[src/hdl/ild_pkg.sv]
// Package for the row-major 3D index unit: codes, default widths and the
// control struct passed along the cell chain. No dependencies.
package ild_pkg;

    localparam int COORD_BITS_DEF = 16;

    // Register index width and register codes on the configuration channel
    localparam int CFG_IDX_W = 2;
    localparam logic [CFG_IDX_W-1:0] REG_COLS   = 2'd0;
    localparam logic [CFG_IDX_W-1:0] REG_ROWS   = 2'd1;
    localparam logic [CFG_IDX_W-1:0] REG_LAYERS = 2'd2;

    // Item kinds
    localparam logic KIND_LIN   = 1'b0;
    localparam logic KIND_DELIN = 1'b1;

    // Control part of an item as it moves between stages
    typedef struct packed {
        logic valid;
        logic kind;
        logic err;
    } ild_ctrl_t;

endpackage

[src/hdl/ild_cell.sv]
// One cell of the chain: a shift-and-add multiply step or a restoring
// divide step on one digit bit. Depends on ild_pkg.
module ild_cell
    import ild_pkg::*;
#(
    parameter int COORD_BITS = COORD_BITS_DEF,
    parameter int BIT        = 0
)
(
    input  logic                      clk,
    input  logic                      rst_n,
    input  logic                      load,
    input  ild_ctrl_t                 ctrl_i,
    input  logic [3*COORD_BITS-1:0]   acc_i,
    input  logic [2*COORD_BITS-1:0]   opnd_i,
    input  logic [COORD_BITS-1:0]     dig_i,
    input  logic [COORD_BITS-1:0]     aux_a_i,
    input  logic [COORD_BITS-1:0]     aux_b_i,
    output ild_ctrl_t                 ctrl_o,
    output logic [3*COORD_BITS-1:0]   acc_o,
    output logic [2*COORD_BITS-1:0]   opnd_o,
    output logic [COORD_BITS-1:0]     dig_o,
    output logic [COORD_BITS-1:0]     aux_a_o,
    output logic [COORD_BITS-1:0]     aux_b_o
);

    localparam int LW = 3 * COORD_BITS;

    ild_ctrl_t               ctrl_reg;
    logic [LW-1:0]           acc_reg;
    logic [LW-1:0]           acc_next;
    logic [2*COORD_BITS-1:0] opnd_reg;
    logic [COORD_BITS-1:0]   dig_reg;
    logic [COORD_BITS-1:0]   dig_next;
    logic [COORD_BITS-1:0]   aux_a_reg;
    logic [COORD_BITS-1:0]   aux_b_reg;

    logic [LW-1:0]           shifted;
    logic [LW:0]             diff;

    assign shifted = LW'(opnd_i) << BIT;
    assign diff    = {1'b0, acc_i} - {1'b0, shifted};

    always_comb
    begin
        acc_next = acc_i;
        dig_next = dig_i;
        if (ctrl_i.kind == KIND_LIN)
        begin
            // add the shifted multiplicand where the multiplier bit is set
            if (dig_i[BIT])
            begin
                acc_next = acc_i + shifted;
            end
        end
        else if (!diff[LW])
        begin
            // no borrow: keep the difference and set the quotient bit
            acc_next      = diff[LW-1:0];
            dig_next[BIT] = 1'b1;
        end
    end

    always_ff @(posedge clk or negedge rst_n)
    begin
        if (!rst_n)
        begin
            ctrl_reg <= '0;
        end
        else if (load)
        begin
            ctrl_reg <= ctrl_i;
        end
    end

    always_ff @(posedge clk)
    begin
        if (load)
        begin
            acc_reg   <= acc_next;
            opnd_reg  <= opnd_i;
            dig_reg   <= dig_next;
            aux_a_reg <= aux_a_i;
            aux_b_reg <= aux_b_i;
        end
    end

    assign ctrl_o  = ctrl_reg;
    assign acc_o   = acc_reg;
    assign opnd_o  = opnd_reg;
    assign dig_o   = dig_reg;
    assign aux_a_o = aux_a_reg;
    assign aux_b_o = aux_b_reg;

endmodule

[config.mk]
export PLATFORM = sky130hd
export DESIGN_NAME = ild_cell
export DESIGN_NICKNAME = d
export VERILOG_FILES = /design/src/hdl/ild_pkg.sv /design/src/hdl/ild_cell.sv
export SDC_FILE = /design/constraint.sdc
export NUM_CORES = 1
export LEC_CHECK = 0
export CORE_AREA = 2 2 148 150
export DETAILED_ROUTE_END_ITERATION = 8
export DIE_AREA = 0 0 150 152
export DONT_BUFFER_PORTS = 1
export GPL_TIMING_DRIVEN = 0
export PLACE_DENSITY = 0.57
export SYNTH_ARGS = -nofsm -noshare
export SYNTH_HDL_FRONTEND = slang
export SYNTH_SLANG_ARGS = --single-unit
[constraint.sdc]
create_clock -name clk -period 1 [get_ports clk]
set_clock_uncertainty 0.1 [all_clocks]
set_input_delay 0 -clock clk [delete_from_list [all_inputs] [get_ports clk]]
set_output_delay 0 -clock clk [all_outputs]
set_load 0.05 [all_outputs]
## Yosys cells after proc, flatten, opt, wreduce, memory -nomap -nowiden

Index checks and enable logic that the tools add are counted.
Widths: inputs -> output; s select.

- Muxes and demuxes: 5
- Add/subtract/negate cells: 2

Operator list:

| cell | count |
|---|---|
| $mux 48 | 3 |
| $sub 48x32->49 | 1 |
| $add 48x32->48 | 1 |
| $mux 1 | 2 |

- Register bits: 131
- Input port bits: 134
- Word-level logic and storage cells: 15

## Depth between registers and ports, before layout

- Word-level depth: 3
- Gate-level depth with buffers: 14
- Gate-level depth less buffers: 12

## Worst setup path before layout

OpenSTA, ideal clock, no wires.

- Path kind: input port to flip-flop
- Start point: input port acc_i[0]
- End point: register acc_reg[34] (netlist: acc_o[34]), data pin
- Path slack: -1.832 ns
- Setup time: 0.263 ns
- Data arrival time: 2.468 ns
- Required time: 0.637 ns
- Buffers on the path: 0
- Stages: 12
- Cell sequence: inv_1 -> ha_1 -> fa_1 -> nand2b_1 -> a211oi_1 -> o31a_2 -> a221oi_4 -> o2111ai_1 -> nand2_1 -> or4_1 -> a21boi_1 -> xnor2_1

- Cells in the longest elaborated chain, start to end: 3
- Elaborated cells between the ends (all ways): 5

RTL lines:

| item | RTL line | text |
|---|---|---|
| start: declaration | ild_cell.sv:14 | `input logic [3*COORD_BITS-1:0] acc_i,` |
| $add 48x32->48 / $sub 48x32->49 (equally long branches) | ild_cell.sv:53, ild_cell.sv:42 |  |
| $mux 48, on equally long branches | ild_cell.sv:51, ild_cell.sv:56 |  |
| $mux 48 (*) | ild_cell.sv:48 | `if (ctrl_i.kind == KIND_LIN)` |
| net acc_next[34] | ild_cell.sv:31 | `logic [LW-1:0] acc_next;` |
| end signal: assignment | ild_cell.sv:80 | `acc_reg <= acc_next;` |
| end: declaration | ild_cell.sv:30 | `logic [LW-1:0] acc_reg;` |

The timed path passes the listed nets; every way through them passes the cells marked *.
A chain may end at the register's enable or synchronous reset.

## Final worst setup path

Same ends and word-level chain as after synthesis.

==> metrics <==
Reg2Reg Setup Slack=-0.03 ns; initial antenna violation count=0; max-cap viol count=0; via count=8,762; dominant cells by area after synthesis=edfxtp_1 41%, ha_1 8.5%, xnor2_1 5.0%; routability cong.=between 0.9 and 1; fin util=a little under two thirds; clock buffer depth=2; total power=20.4 mW; Pwr Density=1500 mW/mm2; Clk pin slew, worst setup/hold paths=0.07 ns; Ports=between 200 and 300; nets=1,396; post-synthesis sequential area ratio=41.8%; failing checks=hold timing, setup timing; Post-Synthesis Cells=~980; WP data required=around 1.1 ns; unrepaired setup endpoints after global routing=true; synthesized area per cell=between 9 and 10 um2; setup violators final=183; WHS Endpoint=opnd_o[0]$_DFFE_PP_; Tmin final=2.45 ns; gr usage total=28.1%; Synth Flop Type=edfxtp_1; Post-DP HPWL=22.4 mm; Setup crit end kind=flip-flop; Async SR Flop Fraction=2.29%; share of layout cells above drive strength 1=28.0%; Detailed Route WL=approximately 34 mm; Core Rows=54; Crit path arrival time=2.51 ns; hold path cells=0; total gr overflow=0; Final Hold Violating Endpoints=between 100 and 150; post-synth net total=1,178; clk_lat worst skew=0.44 ns; number of I/O port buffers=0; worst hold margin=-0.436 ns; area leader, netlist=edfxtp_1; Area growth syn-to-layout=45.0%; area of the die=0.0228 mm2; reg2reg end=ctrl_o[2]$_DFFE_PN0P_; DR vias/cell=approximately 6; Max IR drop VDD=1130 uV; Sink Count=131; Syn. warnings=0; CTS Buf Count=17; drt first-iter violations=645; post-synth top area share=about two fifths; mapped cell area=0.00937 mm2; Max-slew headroom=about a quarter; routed wire length per instance=between 20 and 25 um; worst reg-to-reg path cell count=1; Yosys cell types=83; r2r startpoint=ctrl_o[2]$_DFFE_PN0P_; type of the worst setup path=in -> reg; core area=0.0214 mm2; Worst Hold Launch=opnd_i[0]; Die H=152 um; root buffer cell=clkbuf_16; final worst slack=-1.45 ns; Worst Hold Class=in -> reg; Detail Route Antenna Nets=0; Filler cells=1,781; achievable frequency=a little over 400 MHz; drt drc=0; Worst-Margin Slew=about 1.1 ns; H-tree lvl count=4; first-pass GRT wire length=49.3 mm; starting density of the core=43.9%; EDFF count, synth=128; DRT Pass-1 Iters=5; status=finished with violations; Tcrit/Tclk final=245%; Die X-Extent=150 um; number of synthesized register bits=131; CP Max Fanout=5; Final Slew Violations=0; LEAKAGE=5.10 nW; number of global-route vias before repair=8,702; CTS tree=built; pin count of the biggest net entering global routing=132; Setup crit start kind=input port
registers in the layout, summed over array words and instances (netlist names):
signal and cells:
aux_a_o 16, dig_o 16, aux_b_o 16, opnd_o 32, acc_o 48, ctrl_o 3
repair_timing:
action                                  CTS  global route
endpoints found under the setup margin  183           183
hold endpoints to repair                259           140
hold buffers                            123             3
resized for setup                        77           133
cloned                                    2             0
pin swaps                                52            62
setup buffers                            33            49
cell usage in the layout, fill, tap and decap left out, types with 21 or more instances in the layout:
| cell | instances |
|---|---|
| nand2_1 | 70 |
| nor2_1 | 78 |
| edfxtp_1 | 128 |
| dlygate4sd3_1 | 126 |
| nand3_1 | 21 |
| o21ai_0 | 29 |
| a21oi_1 | 56 |
| inv_1 | 47 |
| ha_1 | 43 |
| buf_4 | 71 |
| xnor2_1 | 52 |
metal layers:
layer	part of all wire [%]	GRT usage, %	up-vias
met5	0	0	-
met4	2.9	10.6	0
met3	8.2	6.01	73
met2	48	46.0	429
met1	41	36.5	4211
li1	-	-	4049
layout make-up:
type	count	area, um2	share of cell area [%]
Antenna cell	1	2.50	0.0184
Tap cell	280	350	2.58
Inverter	67	290	2.14
Timing Repair Buffer	208	1970	14.5
Buffer	37	298	2.19
Sequential cell	131	3920	28.9
Clock inverter	15	153	1.12
Multi-Input combinational cell	734	6180	45.5
Clock buffer	17	425	3.13
worst max path at each step:
stage	endpoint	slack, ns	cells after the start	startpoint
global route	acc_o[40]$_DFFE_PP_	-1.50	12	opnd_i[9]
finish	acc_o[34]$_DFFE_PP_	-1.45	12	acc_i[0]
CTS	acc_o[22]$_DFFE_PP_	-1.50	12	acc_i[0]
detailed placement	acc_o[22]$_DFFE_PP_	-2.20	11	opnd_i[17]
global placement	acc_o[31]$_DFFE_PP_	-2.25	10	acc_i[2]
floorplan	acc_o[40]$_DFFE_PP_	-1.62	12	acc_i[0]
through the flow:
stage	instance area [um2]	setup TNS (ns)	hold slack [ns]	cells	setup WS (ns)
after global placement	10200	-100.24	-0.395	1258	-2.25
after floorplan	9890	-70.11	-0.396	978	-1.62
after detailed placement	10200	-99.87	-0.396	1258	-2.20
after CTS	12700	-90.67	-0.445	1443	-1.50
after global routing	13600	-92.62	-0.448	1489	-1.50
final	13600	-87.05	-0.436	1490	-1.45
critical path, cell delays in order:
cell      delay, ns
inv_16         0.03
ha_4           0.13
fa_2           0.19
nand2b_4       0.14
a211oi_4       0.07
o31a_4         0.31
a221oi_4       0.54
o21ba_4        0.27
nor3_2         0.06
or4_4          0.44
a21boi_4       0.16
xnor2_2        0.14
report_power, final:
group	switching, mW	internal (mW)
clock network	2.91	3.33
logic	2.92	2.50
registers	2.05	6.72
total	7.88	12.6
Yosys cell counts, drive strengths merged (7+ instances only):
cell type	n
edfxtp	128
nor2	96
nand2	88
a21oi	72
inv	67
ha	64
xnor2	54
o21ai	44
clkbuf	24
nand3	24
buf	22
a31oi	20
nor3	20
mux2i	19
o31ai	17
nor2b	16
nor4	14
o21bai	12
a21o	11
xor2	11
a211oi	10
nand4	10
o211ai	10
nand2b	9
o21a	9
or3	7
logic make-up after synthesis:
| kind of cell | count (synthesis) | share of synthesized area (%) |
|---|---|---|
| fa+ha+maj | 66 | 8.97 |
| mux | 24 | 2.63 |
| xor+xnor | 65 | 6.07 |
| flops | 131 | 41.8 |
| buf+inv | 113 | 4.79 |
| simple gates | 311 | 15.7 |
| compound gates | 268 | 20.0 |
Note: power is estimated with default switching activity, not from simulation.
