$ cat config.mk
export PLATFORM = sky130hd
export DESIGN_NAME = ild_bridge
export DESIGN_NICKNAME = d
export VERILOG_FILES = /design/src/hdl/ild_pkg.sv /design/src/hdl/ild_bridge.sv
export SDC_FILE = /design/constraint.sdc
export NUM_CORES = 1
export LEC_CHECK = 0
export BUFFER_PORTS_ARGS = -buffer_cell sky130_fd_sc_hd__clkbuf_2
export CORE_ASPECT_RATIO = 1.2
export CORE_MARGIN = 5
export CORE_UTILIZATION = 48
export DETAILED_ROUTE_END_ITERATION = 8
export PLACE_DENSITY = 0.8
export SLEW_MARGIN = 10
export SYNTH_ARGS = -nofsm -noshare
export SYNTH_HDL_FRONTEND = slang
export SYNTH_SLANG_ARGS = --single-unit
$ cat constraint.sdc
create_clock -name clk -period 0.95 [get_ports clk]
set_clock_uncertainty 0.1 [all_clocks]
set_input_delay 0.19 -clock clk [delete_from_list [all_inputs] [get_ports clk]]
set_output_delay 0.19 -clock clk [all_outputs]
set_load 0.05 [all_outputs]
$ cat src/hdl/ild_pkg.sv
// Package for the row-major 3D index unit: codes, default widths and the
// control struct passed along the cell chain. No dependencies.
package ild_pkg;

    localparam int COORD_BITS_DEF = 16;

    // Register index width and register codes on the configuration channel
    localparam int CFG_IDX_W = 2;
    localparam logic [CFG_IDX_W-1:0] REG_COLS   = 2'd0;
    localparam logic [CFG_IDX_W-1:0] REG_ROWS   = 2'd1;
    localparam logic [CFG_IDX_W-1:0] REG_LAYERS = 2'd2;

    // Item kinds
    localparam logic KIND_LIN   = 1'b0;
    localparam logic KIND_DELIN = 1'b1;

    // Control part of an item as it moves between stages
    typedef struct packed {
        logic valid;
        logic kind;
        logic err;
    } ild_ctrl_t;

endpackage

$ cat src/hdl/ild_bridge.sv
// Stage between the two halves of the chain: adds the row for linearize,
// checks the layer and sets up the second divide for delinearize.
// Depends on ild_pkg.
module ild_bridge
    import ild_pkg::*;
#(
    parameter int COORD_BITS = COORD_BITS_DEF
)
(
    input  logic                      clk,
    input  logic                      rst_n,
    input  logic                      load,
    input  logic [COORD_BITS-1:0]     dim_cols,
    input  logic [COORD_BITS-1:0]     dim_layers,
    input  ild_ctrl_t                 ctrl_i,
    input  logic [3*COORD_BITS-1:0]   acc_i,
    input  logic [COORD_BITS-1:0]     dig_i,
    input  logic [COORD_BITS-1:0]     aux_a_i,
    input  logic [COORD_BITS-1:0]     aux_b_i,
    output ild_ctrl_t                 ctrl_o,
    output logic [3*COORD_BITS-1:0]   acc_o,
    output logic [2*COORD_BITS-1:0]   opnd_o,
    output logic [COORD_BITS-1:0]     dig_o,
    output logic [COORD_BITS-1:0]     aux_a_o,
    output logic [COORD_BITS-1:0]     aux_b_o
);

    localparam int LW = 3 * COORD_BITS;
    localparam int PW = 2 * COORD_BITS;

    ild_ctrl_t             ctrl_reg;
    ild_ctrl_t             ctrl_next;
    logic [LW-1:0]         acc_reg;
    logic [LW-1:0]         acc_next;
    logic [PW-1:0]         opnd_reg;
    logic [PW-1:0]         opnd_next;
    logic [COORD_BITS-1:0] dig_reg;
    logic [COORD_BITS-1:0] dig_next;
    logic [COORD_BITS-1:0] aux_a_reg;
    logic [COORD_BITS-1:0] aux_a_next;
    logic [COORD_BITS-1:0] aux_b_reg;

    always_comb
    begin
        ctrl_next  = ctrl_i;
        acc_next   = acc_i;
        opnd_next  = PW'(dim_cols);
        dig_next   = '0;
        aux_a_next = aux_a_i;
        if (ctrl_i.kind == KIND_LIN)
        begin
            // layer*rows + row becomes the multiplicand, cols the multiplier
            opnd_next = acc_i[PW-1:0] + PW'(aux_a_i);
            acc_next  = '0;
            dig_next  = dim_cols;
        end
        else
        begin
            // quotient of the first divide is the layer
            ctrl_next.err = ctrl_i.err | (dig_i >= dim_layers);
            aux_a_next    = dig_i;
        end
    end

    always_ff @(posedge clk or negedge rst_n)
    begin
        if (!rst_n)
        begin
            ctrl_reg <= '0;
        end
        else if (load)
        begin
            ctrl_reg <= ctrl_next;
        end
    end

    always_ff @(posedge clk)
    begin
        if (load)
        begin
            acc_reg   <= acc_next;
            opnd_reg  <= opnd_next;
            dig_reg   <= dig_next;
            aux_a_reg <= aux_a_next;
            aux_b_reg <= aux_b_i;
        end
    end

    assign ctrl_o  = ctrl_reg;
    assign acc_o   = acc_reg;
    assign opnd_o  = opnd_reg;
    assign dig_o   = dig_reg;
    assign aux_a_o = aux_a_reg;
    assign aux_b_o = aux_b_reg;

endmodule

# Yosys cells after proc, flatten, opt, wreduce, memory -nomap -nowiden

Index checks and enable logic that the tools add are counted.

Add/subtract/negate cells: 1
Magnitude comparators: 1
Multiplexer cells: 3
Bitwise gates (word level): 1

Operator list:

| cell                                      | number |
|---|---|
| 32-bit by 16-bit adder with 32-bit output | 1 |
| 16-bit two-way mux                        | 2 |
| 16-bit >= comparator                      | 1 |
| 1-bit two-way mux                         | 1 |
| 1-bit bitwise OR                          | 1 |

Bits in registers: 131
Input port bits: 134
Logic and storage cells: 15

# Longest topological paths before layout

Depth after elaboration: 3
Mapped depth: 9
Gate-level depth less buffers: 9

# Worst setup path after synthesis

Ideal clock, no wire load.

Path kind: input port to flip-flop
From: input port acc_i[0]
To: register opnd_reg[28] (netlist: opnd_o[28]), data pin
Arrival: 2.284 ns
Setup slack: -1.705 ns
Stages on the path: 9
Cells stage by stage: ha_1 -> fa_1 -> a21o_1 -> a221oi_2 -> o21ai_2 -> a311o_4 -> o21ai_4 -> or4_1 -> a21oi_2

Cells in the longest elaborated chain, start to end: 1

Ends and longest elaborated chain:

| element                                   | RTL line         | RTL |
|---|---|---|
| start: declaration                        | ild_bridge.sv:16 | `input logic [3*COORD_BITS-1:0] acc_i,` |
| 32-bit by 16-bit adder with 32-bit output | ild_bridge.sv:53 | `opnd_next = acc_i[PW-1:0] + PW'(aux_a_i);` |
| end signal: assignment                    | ild_bridge.sv:82 | `opnd_reg <= opnd_next;` |
| end: declaration                          | ild_bridge.sv:35 | `logic [PW-1:0] opnd_reg;` |

Every way passes these cells.
A chain may end at the register's enable or synchronous reset.

# Worst setup path in the final report

From: input port aux_a_i[0]
To: register opnd_reg[14] (netlist: opnd_o[14]), data pin

Cells in the longest elaborated chain, start to end: 2

Ends and longest elaborated chain:

| element                                   | RTL line         | RTL |
|---|---|---|
| start: declaration                        | ild_bridge.sv:18 | `input logic [COORD_BITS-1:0] aux_a_i,` |
| 32-bit by 16-bit adder with 32-bit output | ild_bridge.sv:53 |  |
| 16-bit two-way mux                        | ild_bridge.sv:50 | `if (ctrl_i.kind == KIND_LIN)` |
| net opnd_next[14]                         | ild_bridge.sv:36 | `logic [PW-1:0] opnd_next;` |

The timed path passes the listed nets, and every way through them passes these cells.

==> results.py <==
metrics = {
    "final_layout": {
        "instances_no_fill": 1120,
        "diodes": 0,
        "fill_cells": 430,
        "drive_above_1_share_pct": 54.83,
        "nNetsFinal": 1106,
        "syn_to_final_growth_pct": 87.97,
    },
    "global_routing": {
        "grt_first_pass_wirelength_um": 38810,
        "antenna_found_initial": 0,
        "track_usage_pct": 33.09,
        "grt_pass1_vias": 6788,
        "grt_max_degree": 48,
        "grt_overflow_total": 0,
    },
    "floorplanning": {
        "dieArea_um2": 15680,
        "die_w_um": 115.1,
        "fp.dieH_um": 136.2,
        "start_util_pct": 48.52,
        "coreArea_um2": 13120,
        "placement_rows": 46,
        "io-pin-count": 265,
    },
    "yosys": {
        "ys.flop_type": "edfxtp_1",
        "syn_area_per_cell_um2": 12.99,
        "ys_types": 48,
        "synth_top_area_share_pct": 60.37,
        "ys.warnings.count": 0,
        "synth_area_leaders": "edfxtp_1, ha_1, and2_1",
        "yosysMostFrequentCell": "edfxtp_1",
        "synth-edff-count": 128,
        "synthArstFlopShare_pct": 2.290,
        "synth_nets": 657,
        "synth_top_area_cell": "edfxtp_1",
        "yosysSeqAreaShare_pct": 61.54,
        "synth_common_cells": "edfxtp_1, and2_1, ha_1",
        "syn_area_um2": 6367,
        "synth_seq_cells": 131,
        "netlist_instances": 490,
    },
    "timing": {
        "worst_pin_slew_ns": 0.4765,
        "rsz0062_at_grt": "true",
        "slew_headroom_pct": 68.15,
        "setup_viol": 176,
        "hold_ws_ns": -0.01394,
        "final_hold_viol_count": 2,
        "fin_ws_ns": -1.405,
        "timing.final.max_slew_violations": 0,
        "clock.fmax_ghz": 0.4247,
        "period_needed_ns": 2.355,
        "tns_ns": -80.11,
        "fin_crit_sh_pct": 247.9,
    },
    "place": {
        "dp_cells": 1021,
        "dp_hpwl_um": 14980,
        "globalplace.congestion": 0.8321,
        "io_buffers": 264,
    },
    "clock_tree": {
        "cts_root_buf": "clkbuf_16",
        "h-tree-depth": 4,
        "tritoncts": "yes",
        "clk_latency_ns": 0.41,
        "clkSlewWorstSetupHoldPaths_ns": 0.07,
        "cts_made_buffers": 17,
        "clockBufferDepth": 2,
        "cts.sinks": 131,
    },
    "worst_setup_path": {
        "crit_fanout": 3,
        "path_cells": "buf_6, ha_4, fa_2, a21o_1, a221oi_4, o21ai_2, a31oi_1, nor3_1, a2111oi_1, a21oi_1",
        "slowest_delay_ns": 0.46,
        "crit_arrival_ns": 2.41,
        "end_kind": "flop",
        "crit_type": "primary input to flop",
        "slowest_stage": "a2111oi_1",
        "startpoint_type": "primary input",
        "required_ns": 1.00,
    },
    "routing": {
        "wl_um": 31310,
        "drc_errors": 0,
        "drtPass1Iterations": 5,
        "vias_per_cell": 5.997,
        "wire_per_inst_um": 27.96,
        "antenna_left": 0,
        "dr.first_iter.drc_count": 685,
        "dr_total_vias": 6717,
    },
    "run_status": {
        "violations": "negative hold slack, negative setup slack",
        "outcome": "complete, but fails checks",
    },
    "pwr": {
        "powerDensity_nw_per_um2": 1718,
        "irDropWorstVdd_v": 0.001296,
        "leakage_uw": 0.005274,
    },
    "run": {
        "maxCapViolCount": 0,
    },
    "worst_hold_path": {
        "hold_path.class": "primary input to flop",
    },
}
[layout make-up]
class	instances	area [µm²]	area share, %
Tap cell	168	210.2	1.756
Clock inverter	14	146.4	1.223
Inverter	21	91.34	0.7631
Multi-Input combinational cell	320	2880	24.06
Clock buffer	18	429.2	3.586
Sequential cell	131	3921	32.76
Timing Repair Buffer	448	4290	35.85
[cells in the final DEF, fill, tap and decap left out, drive strengths merged, types with 3 or more instances in the layout]
| master | n |
|---|---|
| dlygate4sd3 | 51 |
| o211ai | 4 |
| xor2 | 15 |
| nand2b | 3 |
| o21ai | 27 |
| nand4 | 8 |
| inv | 28 |
| ha | 32 |
| buf | 211 |
| dfrtp | 3 |
| edfxtp | 128 |
| nor2 | 25 |
| a21o | 10 |
| nor3 | 4 |
| a31oi | 3 |
| clkinvlp | 3 |
| mux2 | 23 |
| clkbuf | 203 |
| nor2b | 21 |
| xnor2 | 7 |
| a21oi | 21 |
| a31o | 3 |
| and3 | 8 |
| nand3 | 3 |
| clkinv | 3 |
| and2 | 50 |
| nand2 | 29 |
[critical path: cells and delay by family]
family	cells	cell delay, ns
AO/OA/AOI/OAI	6	1.47
adder cells (fa/ha/maj)	2	0.52
buffers and inverters	1	0.11
AND/OR/NAND/NOR	1	0.10
[per-stage QoR]
step / util, % / total power (µW) / setup slack, ns / area (µm²) / hold WS (ns)
after floorplan: - / 10130 / -1.464 / 6780 / -0.2056
after global placement: 69.21 / 11700 / -1.668 / 9082 / -0.1145
after detailed placement: 69.21 / 11830 / -1.773 / 9082 / -0.1121
after CTS: 88.28 / 19400 / -1.279 / 11580 / -0.01375
after global routing: 91.21 / 20930 / -1.413 / 11970 / -0.02605
final: 91.21 / 20560 / -1.405 / 11970 / -0.01394
[per-layer routing]
metal | track usage (%) | routed length, µm | share of wire (%)
met2 | 59.52 | 15850 | 51
met5 | 0 | 0 | 0
met4 | 16.96 | 2322 | 7.4
met3 | 8.593 | 3180 | 10
met1 | 35.30 | 9961 | 32
[registers in the layout (all words and copies together) (netlist names)]
register	flops
ctrl_o	3
dig_o	16
aux_a_o	16
aux_b_o	16
opnd_o	32
acc_o	48
[cell families after synthesis]
group | share of synthesized area, %
and+or+nand+nor | 13.30
DFF | 61.54
AOI/OAI and AO/OA | 9.020
buffers and inverters | 2.437
adders and majority gates | 6.602
muxes | 4.068
xor gates and xnor gates | 3.026
[what timing repair did]
action,CTS,global route
buffers inserted,10,12
hold buffers,50,3
setup endpoints to repair,163,166
resized for setup,309,125
cloned,1,0
pin swaps,40,35
hold endpoints to repair,60,8
[path summary, 6_finish.rpt]
path                                  startpoint                     to  slack (ns)  cells past startpoint
setup / recovery                      aux_a_i[0]   opnd_o[14]$_DFFE_PP_       -1.40                     10
hold / removal                        aux_a_i[5]   aux_a_o[5]$_DFFE_PP_       -0.01                      2
setup reg to reg           ctrl_o[0]$_DFFE_PN0P_  ctrl_o[0]$_DFFE_PN0P_       -0.05                      3
hold reg to reg            ctrl_o[1]$_DFFE_PN0P_  ctrl_o[1]$_DFFE_PN0P_        0.48                      1
max in group asynchronous                  rst_n  ctrl_o[1]$_DFFE_PN0P_        0.62                      2
min in group asynchronous                  rst_n  ctrl_o[0]$_DFFE_PN0P_        0.01                      2
[where the power goes]
| group | switching, µW | internal (µW) | leakage, µW | total [µW] |
|---|---|---|---|---|
| Clock | 2980 | 3700 | 0.000275 | 6680 |
| Combinational | 3730 | 2820 | 0.00373 | 6560 |
| Sequential | 367 | 6950 | 0.00127 | 7320 |
Power figures use the tool's default switching activity.
